**config.mk**
```make
export PLATFORM = sky130hd
export DESIGN_NAME = rotate_subtract_prng64_unit_flat
export DESIGN_NICKNAME = d
export VERILOG_FILES = /design/src/design/rsp_pkg.sv /design/src/design/rsp_ifs.sv /design/src/design/rsp_step.sv /design/src/design/rotate_subtract_prng64_unit.sv /design/src/flat_wrapper.sv
export SDC_FILE = /design/constraint.sdc
export NUM_CORES = 1
export LEC_CHECK = 0
export BUFFER_PORTS_ARGS = -buffer_cell sky130_fd_sc_hd__buf_2
export CAP_MARGIN = 20
export CORE_MARGIN = 4
export CORE_UTILIZATION = 50
export CTS_CLUSTER_DIAMETER = 200
export DETAILED_ROUTE_END_ITERATION = 6
export GPL_ROUTABILITY_DRIVEN = 0
export PLACE_DENSITY = 0.64
export RECOVER_POWER = 50
export SLEW_MARGIN = 10
export SYNTH_ARGS = -nofsm -noshare
export SYNTH_HDL_FRONTEND = slang
export SYNTH_HIERARCHICAL = 1
export SYNTH_SLANG_ARGS = --single-unit
```
**constraint.sdc**
```tcl
create_clock -name clk -period 8.57 [get_ports clk]
set_clock_uncertainty 0.15 [all_clocks]
set_input_delay 0 -clock clk [delete_from_list [all_inputs] [get_ports clk]]
set_output_delay 0 -clock clk [all_outputs]
set_load 0.02 [all_outputs]
```
**src/design/rsp_pkg.sv**
```systemverilog
`timescale 1ns / 1ps

package rsp_pkg;

	localparam int unsigned WORD_W = 64;
	localparam int unsigned SEED_W = 32;
	// step counts go up to 2047 + 20
	localparam int unsigned CNT_W  = 12;
	localparam int unsigned FLD_W  = 11;

	localparam logic [WORD_W-1:0] START_A = 64'd914489;
	localparam logic [WORD_W-1:0] START_B = 64'd8675416;
	localparam logic [WORD_W-1:0] START_C = 64'd439754684;
	localparam logic [CNT_W-1:0]  EXTRA_STEPS = 12'd20;

	// operations of the shared step unit
	typedef enum logic [1:0] {
		STEP_A,
		STEP_B,
		STEP_C1,
		STEP_C2
	} step_op_t;

	typedef enum logic [3:0] {
		ST_IDLE,
		ST_SEED_A,
		ST_SEED_B,
		ST_SEED_C1,
		ST_SEED_C2,
		ST_DRAW_A,
		ST_DRAW_B,
		ST_DRAW_C1,
		ST_DRAW_C2
	} state_t;

	function automatic logic [WORD_W-1:0] rotl(input logic [WORD_W-1:0] w, input int unsigned k);
		rotl = (w << k) | (w >> (WORD_W - k));
	endfunction

endpackage

```
**src/design/rsp_ifs.sv**
```systemverilog
`timescale 1ns / 1ps

interface rsp_cmd_if import rsp_pkg::*; ();
	logic              valid;
	logic              ready;
	logic              op;
	logic [SEED_W-1:0] seed;

	modport source (output valid, output op, output seed, input ready);
	modport sink   (input valid, input op, input seed, output ready);
endinterface

interface rsp_res_if import rsp_pkg::*; ();
	logic              valid;
	logic              ready;
	logic [WORD_W-1:0] value;

	modport source (output valid, output value, input ready);
	modport sink   (input valid, input value, output ready);
endinterface

```
**src/design/rsp_step.sv**
```systemverilog
`timescale 1ns / 1ps

module rsp_step import rsp_pkg::*; (
	input  step_op_t          op,
	input  logic [WORD_W-1:0] word,
	output logic [WORD_W-1:0] result
);

	logic [WORD_W-1:0] opd_x;
	logic [WORD_W-1:0] opd_y;
	logic              sub;
	logic [WORD_W-1:0] sum;

	// operand selection for the single adder
	always_comb begin
		unique case (op)
			STEP_A: begin
				opd_x = rotl(word, 8);
				opd_y = rotl(word, 29);
				sub   = 1'b1;
			end
			STEP_B: begin
				opd_x = rotl(word, 21);
				opd_y = word;
				sub   = 1'b1;
			end
			STEP_C1: begin
				opd_x = rotl(word, 42);
				opd_y = word;
				sub   = 1'b1;
			end
			STEP_C2: begin
				opd_x = word;
				opd_y = rotl(word, 14);
				sub   = 1'b0;
			end
			default: begin
				opd_x = word;
				opd_y = word;
				sub   = 1'b0;
			end
		endcase
	end

	assign sum = opd_x + (sub ? ~opd_y : opd_y) + {{(WORD_W-1){1'b0}}, sub};

	// post rotation only for the b rule
	assign result = (op == STEP_B) ? rotl(sum, 20) : sum;

endmodule

```
**src/design/rotate_subtract_prng64_unit.sv**
```systemverilog
`timescale 1ns / 1ps

// rotate-and-subtract 64-bit generator built from three 64-bit words
// cmd channel: op 0 reseeds from seed, op 1 draws one value; seed ignored on draws
// res channel: one 64-bit value per draw, xor of the three stepped words; reseed gives none
// all arithmetic runs through one shared 64-bit step unit (one adder, fixed rotations)
// the sequencer steps word a, then b, then c; the c rule takes two passes (subtract, add)
// draw: after the accepting edge the unit runs the a, b, c1 and c2 passes in order; the value
//   is registered at the end of the c2 pass; cmd.ready is high only when the sequencer is idle
// reseed: steps a na, b nb and c nc times (c in two passes) with na = seed[31:22]+20,
//   nb = seed[21:11]+20, nc = seed[10:0]+20; all counts come from one step counter
// result sits in an output register: a new item is accepted while it waits
// if the receiver stalls and another draw finishes, the sequencer holds on its last
//   pass until the register frees up, then cmd.ready returns
// reset clears the three words to zero (draws then give zero until a reseed),
//   returns the sequencer to idle and drops res.valid
module rotate_subtract_prng64_unit import rsp_pkg::*; (
	input  logic         clk,
	input  logic         arst_n,
	rsp_cmd_if.sink      cmd,
	rsp_res_if.source    res
);

	state_t            state_q;
	state_t            state_d;
	step_op_t          step_op;
	logic [WORD_W-1:0] step_word;
	logic [WORD_W-1:0] step_res;

	logic [WORD_W-1:0] gen_a_q;
	logic [WORD_W-1:0] gen_b_q;
	logic [WORD_W-1:0] gen_c_q;
	logic [CNT_W-1:0]  cnt_q;
	logic [FLD_W-1:0]  seed_b_q;
	logic [FLD_W-1:0]  seed_c_q;
	logic              res_valid_q;
	logic [WORD_W-1:0] res_value_q;

	logic              cmd_take;
	logic              cnt_last;
	logic              res_free;
	logic              draw_done;

	assign cmd_take  = cmd.valid && cmd.ready;
	assign cnt_last  = (cnt_q == {{(CNT_W-1){1'b0}}, 1'b1});
	assign res_free  = !res_valid_q || res.ready;
	assign draw_done = (state_q == ST_DRAW_C2) && res_free;

	assign cmd.ready = (state_q == ST_IDLE);
	assign res.valid = res_valid_q;
	assign res.value = res_value_q;

	// shared step unit
	rsp_step u_step (
		.op     (step_op),
		.word   (step_word),
		.result (step_res)
	);

	always_ff @(posedge clk or negedge arst_n) begin
		if (!arst_n) begin
			state_q <= ST_IDLE;
		end else begin
			state_q <= state_d;
		end
	end

	// sequencer: next state and unit operation
	always_comb begin
		state_d   = state_q;
		step_op   = STEP_A;
		step_word = gen_a_q;
		unique case (state_q)
			ST_IDLE: begin
				if (cmd_take) begin
					state_d = cmd.op ? ST_DRAW_A : ST_SEED_A;
				end
			end
			ST_SEED_A: begin
				if (cnt_last) begin
					state_d = ST_SEED_B;
				end
			end
			ST_SEED_B: begin
				step_op   = STEP_B;
				step_word = gen_b_q;
				if (cnt_last) begin
					state_d = ST_SEED_C1;
				end
			end
			ST_SEED_C1: begin
				step_op   = STEP_C1;
				step_word = gen_c_q;
				state_d   = ST_SEED_C2;
			end
			ST_SEED_C2: begin
				step_op   = STEP_C2;
				step_word = gen_c_q;
				state_d   = cnt_last ? ST_IDLE : ST_SEED_C1;
			end
			ST_DRAW_A: begin
				state_d = ST_DRAW_B;
			end
			ST_DRAW_B: begin
				step_op   = STEP_B;
				step_word = gen_b_q;
				state_d   = ST_DRAW_C1;
			end
			ST_DRAW_C1: begin
				step_op   = STEP_C1;
				step_word = gen_c_q;
				state_d   = ST_DRAW_C2;
			end
			ST_DRAW_C2: begin
				step_op   = STEP_C2;
				step_word = gen_c_q;
				if (res_free) begin
					state_d = ST_IDLE;
				end
			end
			default: begin
				state_d = ST_IDLE;
			end
		endcase
	end

	// generator words; c holds the intermediate t between its two passes
	always_ff @(posedge clk or negedge arst_n) begin
		if (!arst_n) begin
			gen_a_q <= '0;
			gen_b_q <= '0;
			gen_c_q <= '0;
		end else begin
			case (state_q)
				ST_IDLE: begin
					if (cmd_take && !cmd.op) begin
						gen_a_q <= START_A;
						gen_b_q <= START_B;
						gen_c_q <= START_C;
					end
				end
				ST_SEED_A, ST_DRAW_A: gen_a_q <= step_res;
				ST_SEED_B, ST_DRAW_B: gen_b_q <= step_res;
				ST_SEED_C1, ST_SEED_C2, ST_DRAW_C1: gen_c_q <= step_res;
				ST_DRAW_C2: begin
					if (res_free) begin
						gen_c_q <= step_res;
					end
				end
				default: begin
				end
			endcase
		end
	end

	// step counter, reloaded from the stored seed fields at each word change
	always_ff @(posedge clk or negedge arst_n) begin
		if (!arst_n) begin
			cnt_q <= '0;
		end else begin
			case (state_q)
				ST_IDLE: begin
					if (cmd_take && !cmd.op) begin
						cnt_q <= CNT_W'({2'b00, cmd.seed[31:22]}) + EXTRA_STEPS;
					end
				end
				ST_SEED_A: begin
					cnt_q <= cnt_last ? (CNT_W'(seed_b_q) + EXTRA_STEPS) : (cnt_q - 1'b1);
				end
				ST_SEED_B: begin
					cnt_q <= cnt_last ? (CNT_W'(seed_c_q) + EXTRA_STEPS) : (cnt_q - 1'b1);
				end
				ST_SEED_C2: begin
					cnt_q <= cnt_q - 1'b1;
				end
				default: begin
				end
			endcase
		end
	end

	always_ff @(posedge clk) begin
		if (cmd_take && !cmd.op) begin
			seed_b_q <= cmd.seed[21:11];
			seed_c_q <= cmd.seed[10:0];
		end
	end

	// output register
	always_ff @(posedge clk or negedge arst_n) begin
		if (!arst_n) begin
			res_valid_q <= 1'b0;
		end else if (draw_done) begin
			res_valid_q <= 1'b1;
		end else if (res.ready) begin
			res_valid_q <= 1'b0;
		end
	end

	always_ff @(posedge clk) begin
		if (draw_done) begin
			res_value_q <= gen_a_q ^ gen_b_q ^ step_res;
		end
	end

	// a reseed counter never runs out while stepping
	a_seed_cnt_live: assert property (@(posedge clk) disable iff (!arst_n)
		(state_q == ST_SEED_A || state_q == ST_SEED_B || state_q == ST_SEED_C1 ||
		 state_q == ST_SEED_C2) |-> cnt_q != '0)
		else $error("step counter empty during reseed");

	// a reseed loads the start constants
	a_seed_load: assert property (@(posedge clk) disable iff (!arst_n)
		(cmd_take && !cmd.op) |=> (state_q == ST_SEED_A && gen_a_q == START_A &&
		 gen_b_q == START_B && gen_c_q == START_C))
		else $error("reseed did not load start words");

	// a result appears only at the end of a draw
	a_res_src: assert property (@(posedge clk) disable iff (!arst_n)
		$rose(res_valid_q) |-> $past(state_q) == ST_DRAW_C2)
		else $error("result without a finished draw");

	// a finished draw never overwrites a waiting result
	a_no_overwrite: assert property (@(posedge clk) disable iff (!arst_n)
		(res_valid_q && !res.ready && state_q == ST_DRAW_C2) |=>
		(state_q == ST_DRAW_C2 && $stable(res_value_q)))
		else $error("pending result overwritten");

endmodule
```
**src/flat_wrapper.sv**
```systemverilog
// flat-port wrapper written by rule: the top's interface ports become plain ports
module rotate_subtract_prng64_unit_flat import rsp_pkg::*;
  (clk, arst_n, cmd_valid, cmd_op, cmd_seed, cmd_ready, res_valid, res_value, res_ready);
  rsp_cmd_if cmd_i ();
  rsp_res_if res_i ();
  input  logic clk;
  input  logic arst_n;
  input wire logic [$bits(cmd_i.valid)-1:0] cmd_valid;
  input wire logic [$bits(cmd_i.op)-1:0] cmd_op;
  input wire logic [$bits(cmd_i.seed)-1:0] cmd_seed;
  output wire logic [$bits(cmd_i.ready)-1:0] cmd_ready;
  output wire logic [$bits(res_i.valid)-1:0] res_valid;
  output wire logic [$bits(res_i.value)-1:0] res_value;
  input wire logic [$bits(res_i.ready)-1:0] res_ready;
  assign cmd_i.valid = cmd_valid;
  assign cmd_i.op = cmd_op;
  assign cmd_i.seed = cmd_seed;
  assign cmd_ready = cmd_i.ready;
  assign res_valid = res_i.valid;
  assign res_value = res_i.value;
  assign res_i.ready = res_ready;
  rotate_subtract_prng64_unit u_core (.clk(clk), .arst_n(arst_n), .cmd(cmd_i), .res(res_i));
endmodule
```
* Word-level counts from Yosys, hierarchy flattened *
Index checks and enable logic that the tools add are counted.

operators by class
  add/subtract/negate cells = 6
  equal/unequal tests = 17
  mux-type cells = 27
  bitwise operators = 9
  reductions and logical operators = 26

operators with widths
  cell                                                 count
  2-to-1 mux 64 bit                                    6
  one-hot mux 64 bit (2 select lines)                  3
  one-hot mux 64 bit (3 select lines)                  2
  one-hot mux 64 bit (4 select lines)                  1
  bitwise XOR 64 bit                                   2
  adder 64 x 1 -> 64 bit                               1
  adder 64 bit                                         1
  inverter 64 bit                                      1
  OR 64 x 14 -> 64 bit                                 1
  OR 64 x 20 -> 64 bit                                 1
  OR 64 x 21 -> 64 bit                                 1
  OR 64 x 29 -> 64 bit                                 1
  OR 64 x 42 -> 64 bit                                 1
  OR 64 x 8 -> 64 bit                                  1
  one-hot mux 12 bit (4 select lines)                  1
  2-to-1 mux 12 bit                                    3
  one-hot mux 4 bit (9 select lines)                   1
  adder 11 x 5 -> 12 bit (second input constant)       2
  == test 4 x 3 -> 1 bit (second input constant)       4
  2-to-1 mux 4 bit                                     4
  == test 12 x 1 -> 1 bit (second input constant)      1
  subtractor 12 x 1 -> 12 bit (second input constant)  1
  adder 10 x 5 -> 11 bit (second input constant)       1
  OR reduction 2 bit                                   5
  25 further kinds                                     39

storage, ports and cells
  flip-flop bits (word level) = 295
  input port bits = 37
  output and inout bits = 66
  logic and storage cells = 94

* Logic depth before layout (Yosys ltp) *
  depth after elaboration = 14
  depth in mapped cells = 30
  mapped depth without buffers = 24

* Hierarchy *
Netlist, hierarchy kept.

modules (own cells, without submodules)
  module                       instances  cells an instance  area each (sq um)  seq. area each (sq um)
  rotate_subtract_prng64_unit  1          1423               13867.0            7812.5
  rsp_step                     1          1475               8440.6             0.0

* Least setup slack after synthesis *
No wires, ideal clock.

  path kind = flip-flop to flip-flop
  start point = reg u_core.state_q[3]
  end point = reg u_core.res_value_q[58], in the netlist u_core/res.value[58] (data pin)
  setup time = 0.258 ns
  arrival time = 5.880 ns
  data required time = 8.162 ns
  setup slack = 2.282 ns
  cell stages (with the launch flop) = 30
  buffers on the path = 8
  period minus slack after synthesis = 6.288 ns
  path through = dfrtp_1 > clkbuf_1 > nor2b_1 > a22oi_2 > inv_1 > clkbuf_1 > clkbuf_1 > inv_1 > ha_1 > buf_2 > clkbuf_1 > clkbuf_1 > clkbuf_1 > clkbuf_1 > nand2_1 > o21ai_0 > o21ai_0 > ha_1 > nor2b_4 > o21bai_4 > a31oi_4 > a311o_4 > a311oi_2 > o32ai_2 > o221ai_2 > o21bai_1 > xnor2_1 > o21ai_0 > xnor2_1 > xnor2_1

between the ends
  cells in the longest elaborated chain, start to end = 13
  elaborated cells on any way between the ends = 33
  classes of those cells = add/sub (2); eq/ne (9); mux (7); bitwise (8); reduce/logical (7)

RTL lines
  item                                                     RTL line                            source
  start, declared                                          rotate_subtract_prng64_unit.sv:24   state_t state_q;
  start signal, assigned                                   rotate_subtract_prng64_unit.sv:64   state_q <= state_d;
  == test 4 x 3 -> 1 bit, or another cell as far along     rotate_subtract_prng64_unit.sv:73   unique case (state_q)
  OR reduction 2 bit (no source line)                      --
  one-hot mux 2 bit (3 select lines) *                     rotate_subtract_prng64_unit.sv:73
  net u_core.step_op[1]                                    rotate_subtract_prng64_unit.sv:26   step_op_t step_op;
  == test 2 x 1 -> 1 bit or == test 2 bit (tied branches)  rsp_step.sv:16, rsp_step.sv:48
  OR reduction 2 bit (no source line)                      --
  one-hot mux 64 bit (3 select lines)                      rsp_step.sv:16                      unique case (op)
  inverter 64 bit                                          rsp_step.sv:45                      assign sum = opd_x + (sub ? ~opd_y : opd_y) + {{(WORD_W-1){1'b0}}, sub};
  2-to-1 mux 64 bit                                        rsp_step.sv:45
  adder 64 bit                                             rsp_step.sv:45
  adder 64 x 1 -> 64 bit                                   rsp_step.sv:45
  OR 64 x 20 -> 64 bit                                     rsp_pkg.sv:37                       rotl = (w << k) | (w >> (WORD_W - k));
  2-to-1 mux 64 bit *                                      rsp_step.sv:48                      assign result = (op == STEP_B) ? rotl(sum, 20) : sum;
  net u_core.step_res[58]                                  rotate_subtract_prng64_unit.sv:28   logic [WORD_W-1:0] step_res;
  bitwise XOR 64 bit *                                     rotate_subtract_prng64_unit.sv:202  res_value_q <= gen_a_q ^ gen_b_q ^ step_res;
  end signal, assigned                                     rotate_subtract_prng64_unit.sv:202
  end, declared                                            rotate_subtract_prng64_unit.sv:37   logic [WORD_W-1:0] res_value_q;

The timed path passes the listed nets; every way through them passes the cells marked *.
A chain may end at the register's enable or synchronous reset.

* Worst setup path in the final report *
  start point = reg u_core.state_q[0]
  end point = reg u_core.res_value_q[17], in the netlist u_core/res.value[17] (data pin)

between the ends
  elaborated cells on any way between the ends = 33
  classes of those cells = add/sub (2); eq/ne (9); mux (7); bitwise (8); reduce/logical (7)

RTL lines
  item                                                                       RTL line                            source
  == test 4 x 2 -> 1 bit, or another cell as far along                       rotate_subtract_prng64_unit.sv:73
  OR reduction 4 bit (no source line) or OR reduction 2 bit (tied branches)  --
  one-hot mux 64 bit (2 select lines) *                                      rotate_subtract_prng64_unit.sv:73
  net u_core.step_word[8]                                                    rotate_subtract_prng64_unit.sv:27   logic [WORD_W-1:0] step_word;
  OR 64 x 14 -> 64 bit or OR 64 x 29 -> 64 bit (tied branches)               rsp_pkg.sv:37
  one-hot mux 64 bit (3 select lines)                                        rsp_step.sv:16
  inverter 64 bit                                                            rsp_step.sv:45
  2-to-1 mux 64 bit                                                          rsp_step.sv:45
  adder 64 bit *                                                             rsp_step.sv:45
  adder 64 x 1 -> 64 bit *                                                   rsp_step.sv:45
  OR 64 x 20 -> 64 bit                                                       rsp_pkg.sv:37
  2-to-1 mux 64 bit *                                                        rsp_step.sv:48
  net u_core.step_res[17]                                                    rotate_subtract_prng64_unit.sv:28
  bitwise XOR 64 bit *                                                       rotate_subtract_prng64_unit.sv:202

Marked as above.

==> flow_metrics.env <==
export IMPL_outcome="finished, violations left"
export IMPL_violations="design-rule violations, max-capacitance violations, max-slew violations"
export IMPL_wirelength_um=82790
export IMPL_cts_tree="yes"
export IMPL_dieArea_mm2=0.04806
export IMPL_synth_seq_cells=295
export IMPL_drt_wirelength_per_cell_um=23.35
export IMPL_die_h_um=219.2
export IMPL_synth_top_area_cell="dfrtp_1"
export IMPL_maxCapViolCount=6
export IMPL_ys_seq_area_share_pct=35.02
export IMPL_clock_tree_root_cell="clkbuf_16"
export IMPL_cp_start_kind="flop"
export IMPL_crit_top_cell="o21ai_0"
export IMPL_critPathKind="reg -> reg"
export IMPL_rsz0062_at_grt="no"
export IMPL_via_per_inst=6.372
export IMPL_synth_edf_count=86
export IMPL_ys_types=88
export IMPL_grt_pass1_wl_um=123900
export IMPL_syn_area_per_cell_um2=7.698
export IMPL_drive_gt1_share_pct=6.127
export IMPL_yosysTopAreaCellShare_pct=23.44
export IMPL_drt_iter0_markers=3705
export IMPL_ys_warn_count=6
export IMPL_ant_nets=0
export IMPL_grt_usage_pct=33.23
export IMPL_clock_latency_ps=570
export IMPL_htree_levels=1
export IMPL_worst_pin_slew_ps=4810
export IMPL_setup_viol=0
export IMPL_synth_common_cells="660 x nand2_1, 389 x o21ai_0, 281 x a21oi_1"
export IMPL_fin_setup_tns_ps=0
export IMPL_drt_pass1_iterations=7
export IMPL_route_detailed_drc=1
export IMPL_cp_arrival_ps=8040
export IMPL_synth_flop_cell="dfrtp_1"
export IMPL_cp_slowest_cell="a222oi_1"
export IMPL_crit_fanout=23
export IMPL_start_util_pct=50.56
export IMPL_yosys_cell_count_top_type="nand2_1"
export IMPL_rows=77
export IMPL_cp_end_kind="flop"
export IMPL_antenna_found_initial=1
export IMPL_period_share_pct=92.05
export IMPL_io_buffers=102
export IMPL_grt_pass1_vias=20450
export IMPL_required_ps=8730
export IMPL_synth_fp_nets=3007
export IMPL_report_final_slew_viol_count=307
export IMPL_max_stage_delay_ps=1280
export IMPL_path_cells="nor2_1 > a22oi_2 > clkinv_2 > a222oi_1 > inv_1 > nand2_1 > a21oi_1 > nand2_1 > o21ai_0 > ha_1 > a21oi_1 > o21ai_0 > nor3_1 > o21ai_0 > a21oi_1 > o21ai_1 > a32o_1 > a21bo_2 > xnor2_1 > o21ai_0 > xnor2_1 > xnor2_1"
export IMPL_core_area_mm2=0.04412
export IMPL_hold_path_class="in -> reg"
export IMPL_grt_overflow_total=0
export IMPL_clk_pin_slew_ps=60
export IMPL_cts_buffers=30
export IMPL_slew_headroom_pct=-220.6
export IMPL_clock_path_buffers=3
export IMPL_grt_max_degree=139
export IMPL_vias=22600
export IMPL_hold_viol=0
export IMPL_nets=3039
export IMPL_synth_area_leaders="dfrtp_1 23%, edfxtp_1 12%, nand2_1 11%"
export IMPL_place_hpwl_um=59830
export IMPL_max_freq_mhz=126.8
export IMPL_syn_to_final_growth_pct=11.26
export IMPL_die_w_um=219.2
export IMPL_period_needed_ps=7888
export IMPL_synth_cell_area_mm2=0.02231
export IMPL_synthCells=2898
export IMPL_ios=103
export IMPL_n_antenna_cell=0
export IMPL_cts_sinks=295
export IMPL_synthArstFlopShare_pct=70.85
-- stage by stage --
stage               std cells  utilization, %  hold slack, ps  area [um2]  worst slack (ps)
floorplan                2898               -          -445.6       22310              2282
global placement         3427           52.67          -43.50       23240              1233
detailed placement       3427           52.67          -43.89       23240              1055
CTS                      3545           56.57           7.208       24960              1029
global route             3546           56.25           16.96       24820             448.3
finish                   3546           56.25           16.07       24820             681.6
-- metal layers --
metal	vias to the layer above	GRT usage, %	wire length (um)
met2	1411	49.28	35260
met3	277	6.051	8515
met5	-	0	25
li1	10220	-	-
met1	10680	45.27	32780
met4	4	19.91	6204
-- registers in the layout (all words and copies together) (netlist names) --
register          cells
u_core/state_q        4
u_core/seed_c_q      11
u_core/seed_b_q      11
u_core/gen_b_q       64
u_core/gen_c_q       64
u_core/cnt_q         12
u_core/gen_a_q       64
u_core/res.value     64
u_core/res.valid      1
-- worst paths after layout --
kind | from | to | slack, ps | depth (start not counted)
max | u_core/state_q[0] | u_core/res.value[17] | 680 | 22
min | cmd_seed[21] | u_core/seed_b_q[10] | 20 | 2
max reg2reg | u_core/state_q[0] | u_core/res.value[17] | 680 | 22
min reg2reg | u_core/gen_c_q[41] | u_core/gen_c_q[41] | 330 | 2
max in group asynchronous | arst_n | u_core/gen_c_q[51] | 2070 | 5
min in group asynchronous | arst_n | u_core/state_q[2] | 2170 | 4
-- what timing repair did --
| item | CTS | global route |
|---|---|---|
| hold buffers | 62 | 0 |
| endpoints found under the hold margin | 123 | 0 |
| resized for setup | 0 | 0 |
| buffers inserted | 0 | 0 |
-- critical path, delay by kind of cell (launching register included) --
family / cells / cell delay (ps)
xor gates and xnor gates: 3 / 500
buffers and inverters: 2 / 810
and+or+nand+nor: 4 / 750
adders and majority gates: 1 / 380
AOI/OAI and AO/OA: 12 / 4190
DFF: 1 / 820
-- cells in the final DEF (no fill, tap or decap), types with 6 or more instances in the layout --
cell,n
nor3_1,19
a21o_1,30
mux2_2,19
nand3_1,23
mux2i_1,13
edfxtp_1,86
xnor2_1,182
nor2_1,165
o21ai_0,389
clkbuf_16,31
clkbuf_8,10
buf_4,31
o221ai_1,6
o21a_1,9
buf_12,8
o21bai_1,17
a211oi_1,6
a21oi_1,281
a21oi_2,6
dfrtp_1,209
and3_1,14
a22oi_1,66
a222oi_1,64
xor2_1,36
ha_1,67
a31oi_1,13
nor2b_1,67
dlygate4sd3_1,61
inv_1,95
nand2_1,660
o21ai_1,7
clkbuf_1,82
o22ai_1,11
buf_2,32
nand4_1,17
-- logic make-up (layout without fill, tap and decap cells) --
family / count (synthesis) / in the layout / share of synthesized area [%]
AO/OA/AOI/OAI: 965 / 965 / 26.29
AND/OR/NAND/NOR: 1011 / 1011 / 19.13
adder cells (fa/ha/maj): 72 / 72 / 4.072
multiplexers: 32 / 32 / 1.542
buffers and inverters: 305 / 361 / 5.384
flip-flops: 295 / 295 / 35.02
XOR/XNOR: 218 / 218 / 8.559
-- layout make-up --
class / instances / area (um2)
clock buffer: 48 / 939.7
clock inverter: 8 / 142.6
fill: 4062 / 19300
inverter: 97 / 365.4
multi-input combinational: 2298 / 13370
sequential: 295 / 7812
tap: 592 / 740.7
timing repair buffer: 208 / 1450
Power is not shown: default switching activity piles up to over one toggle a cycle in this logic, so the estimate is an artifact.
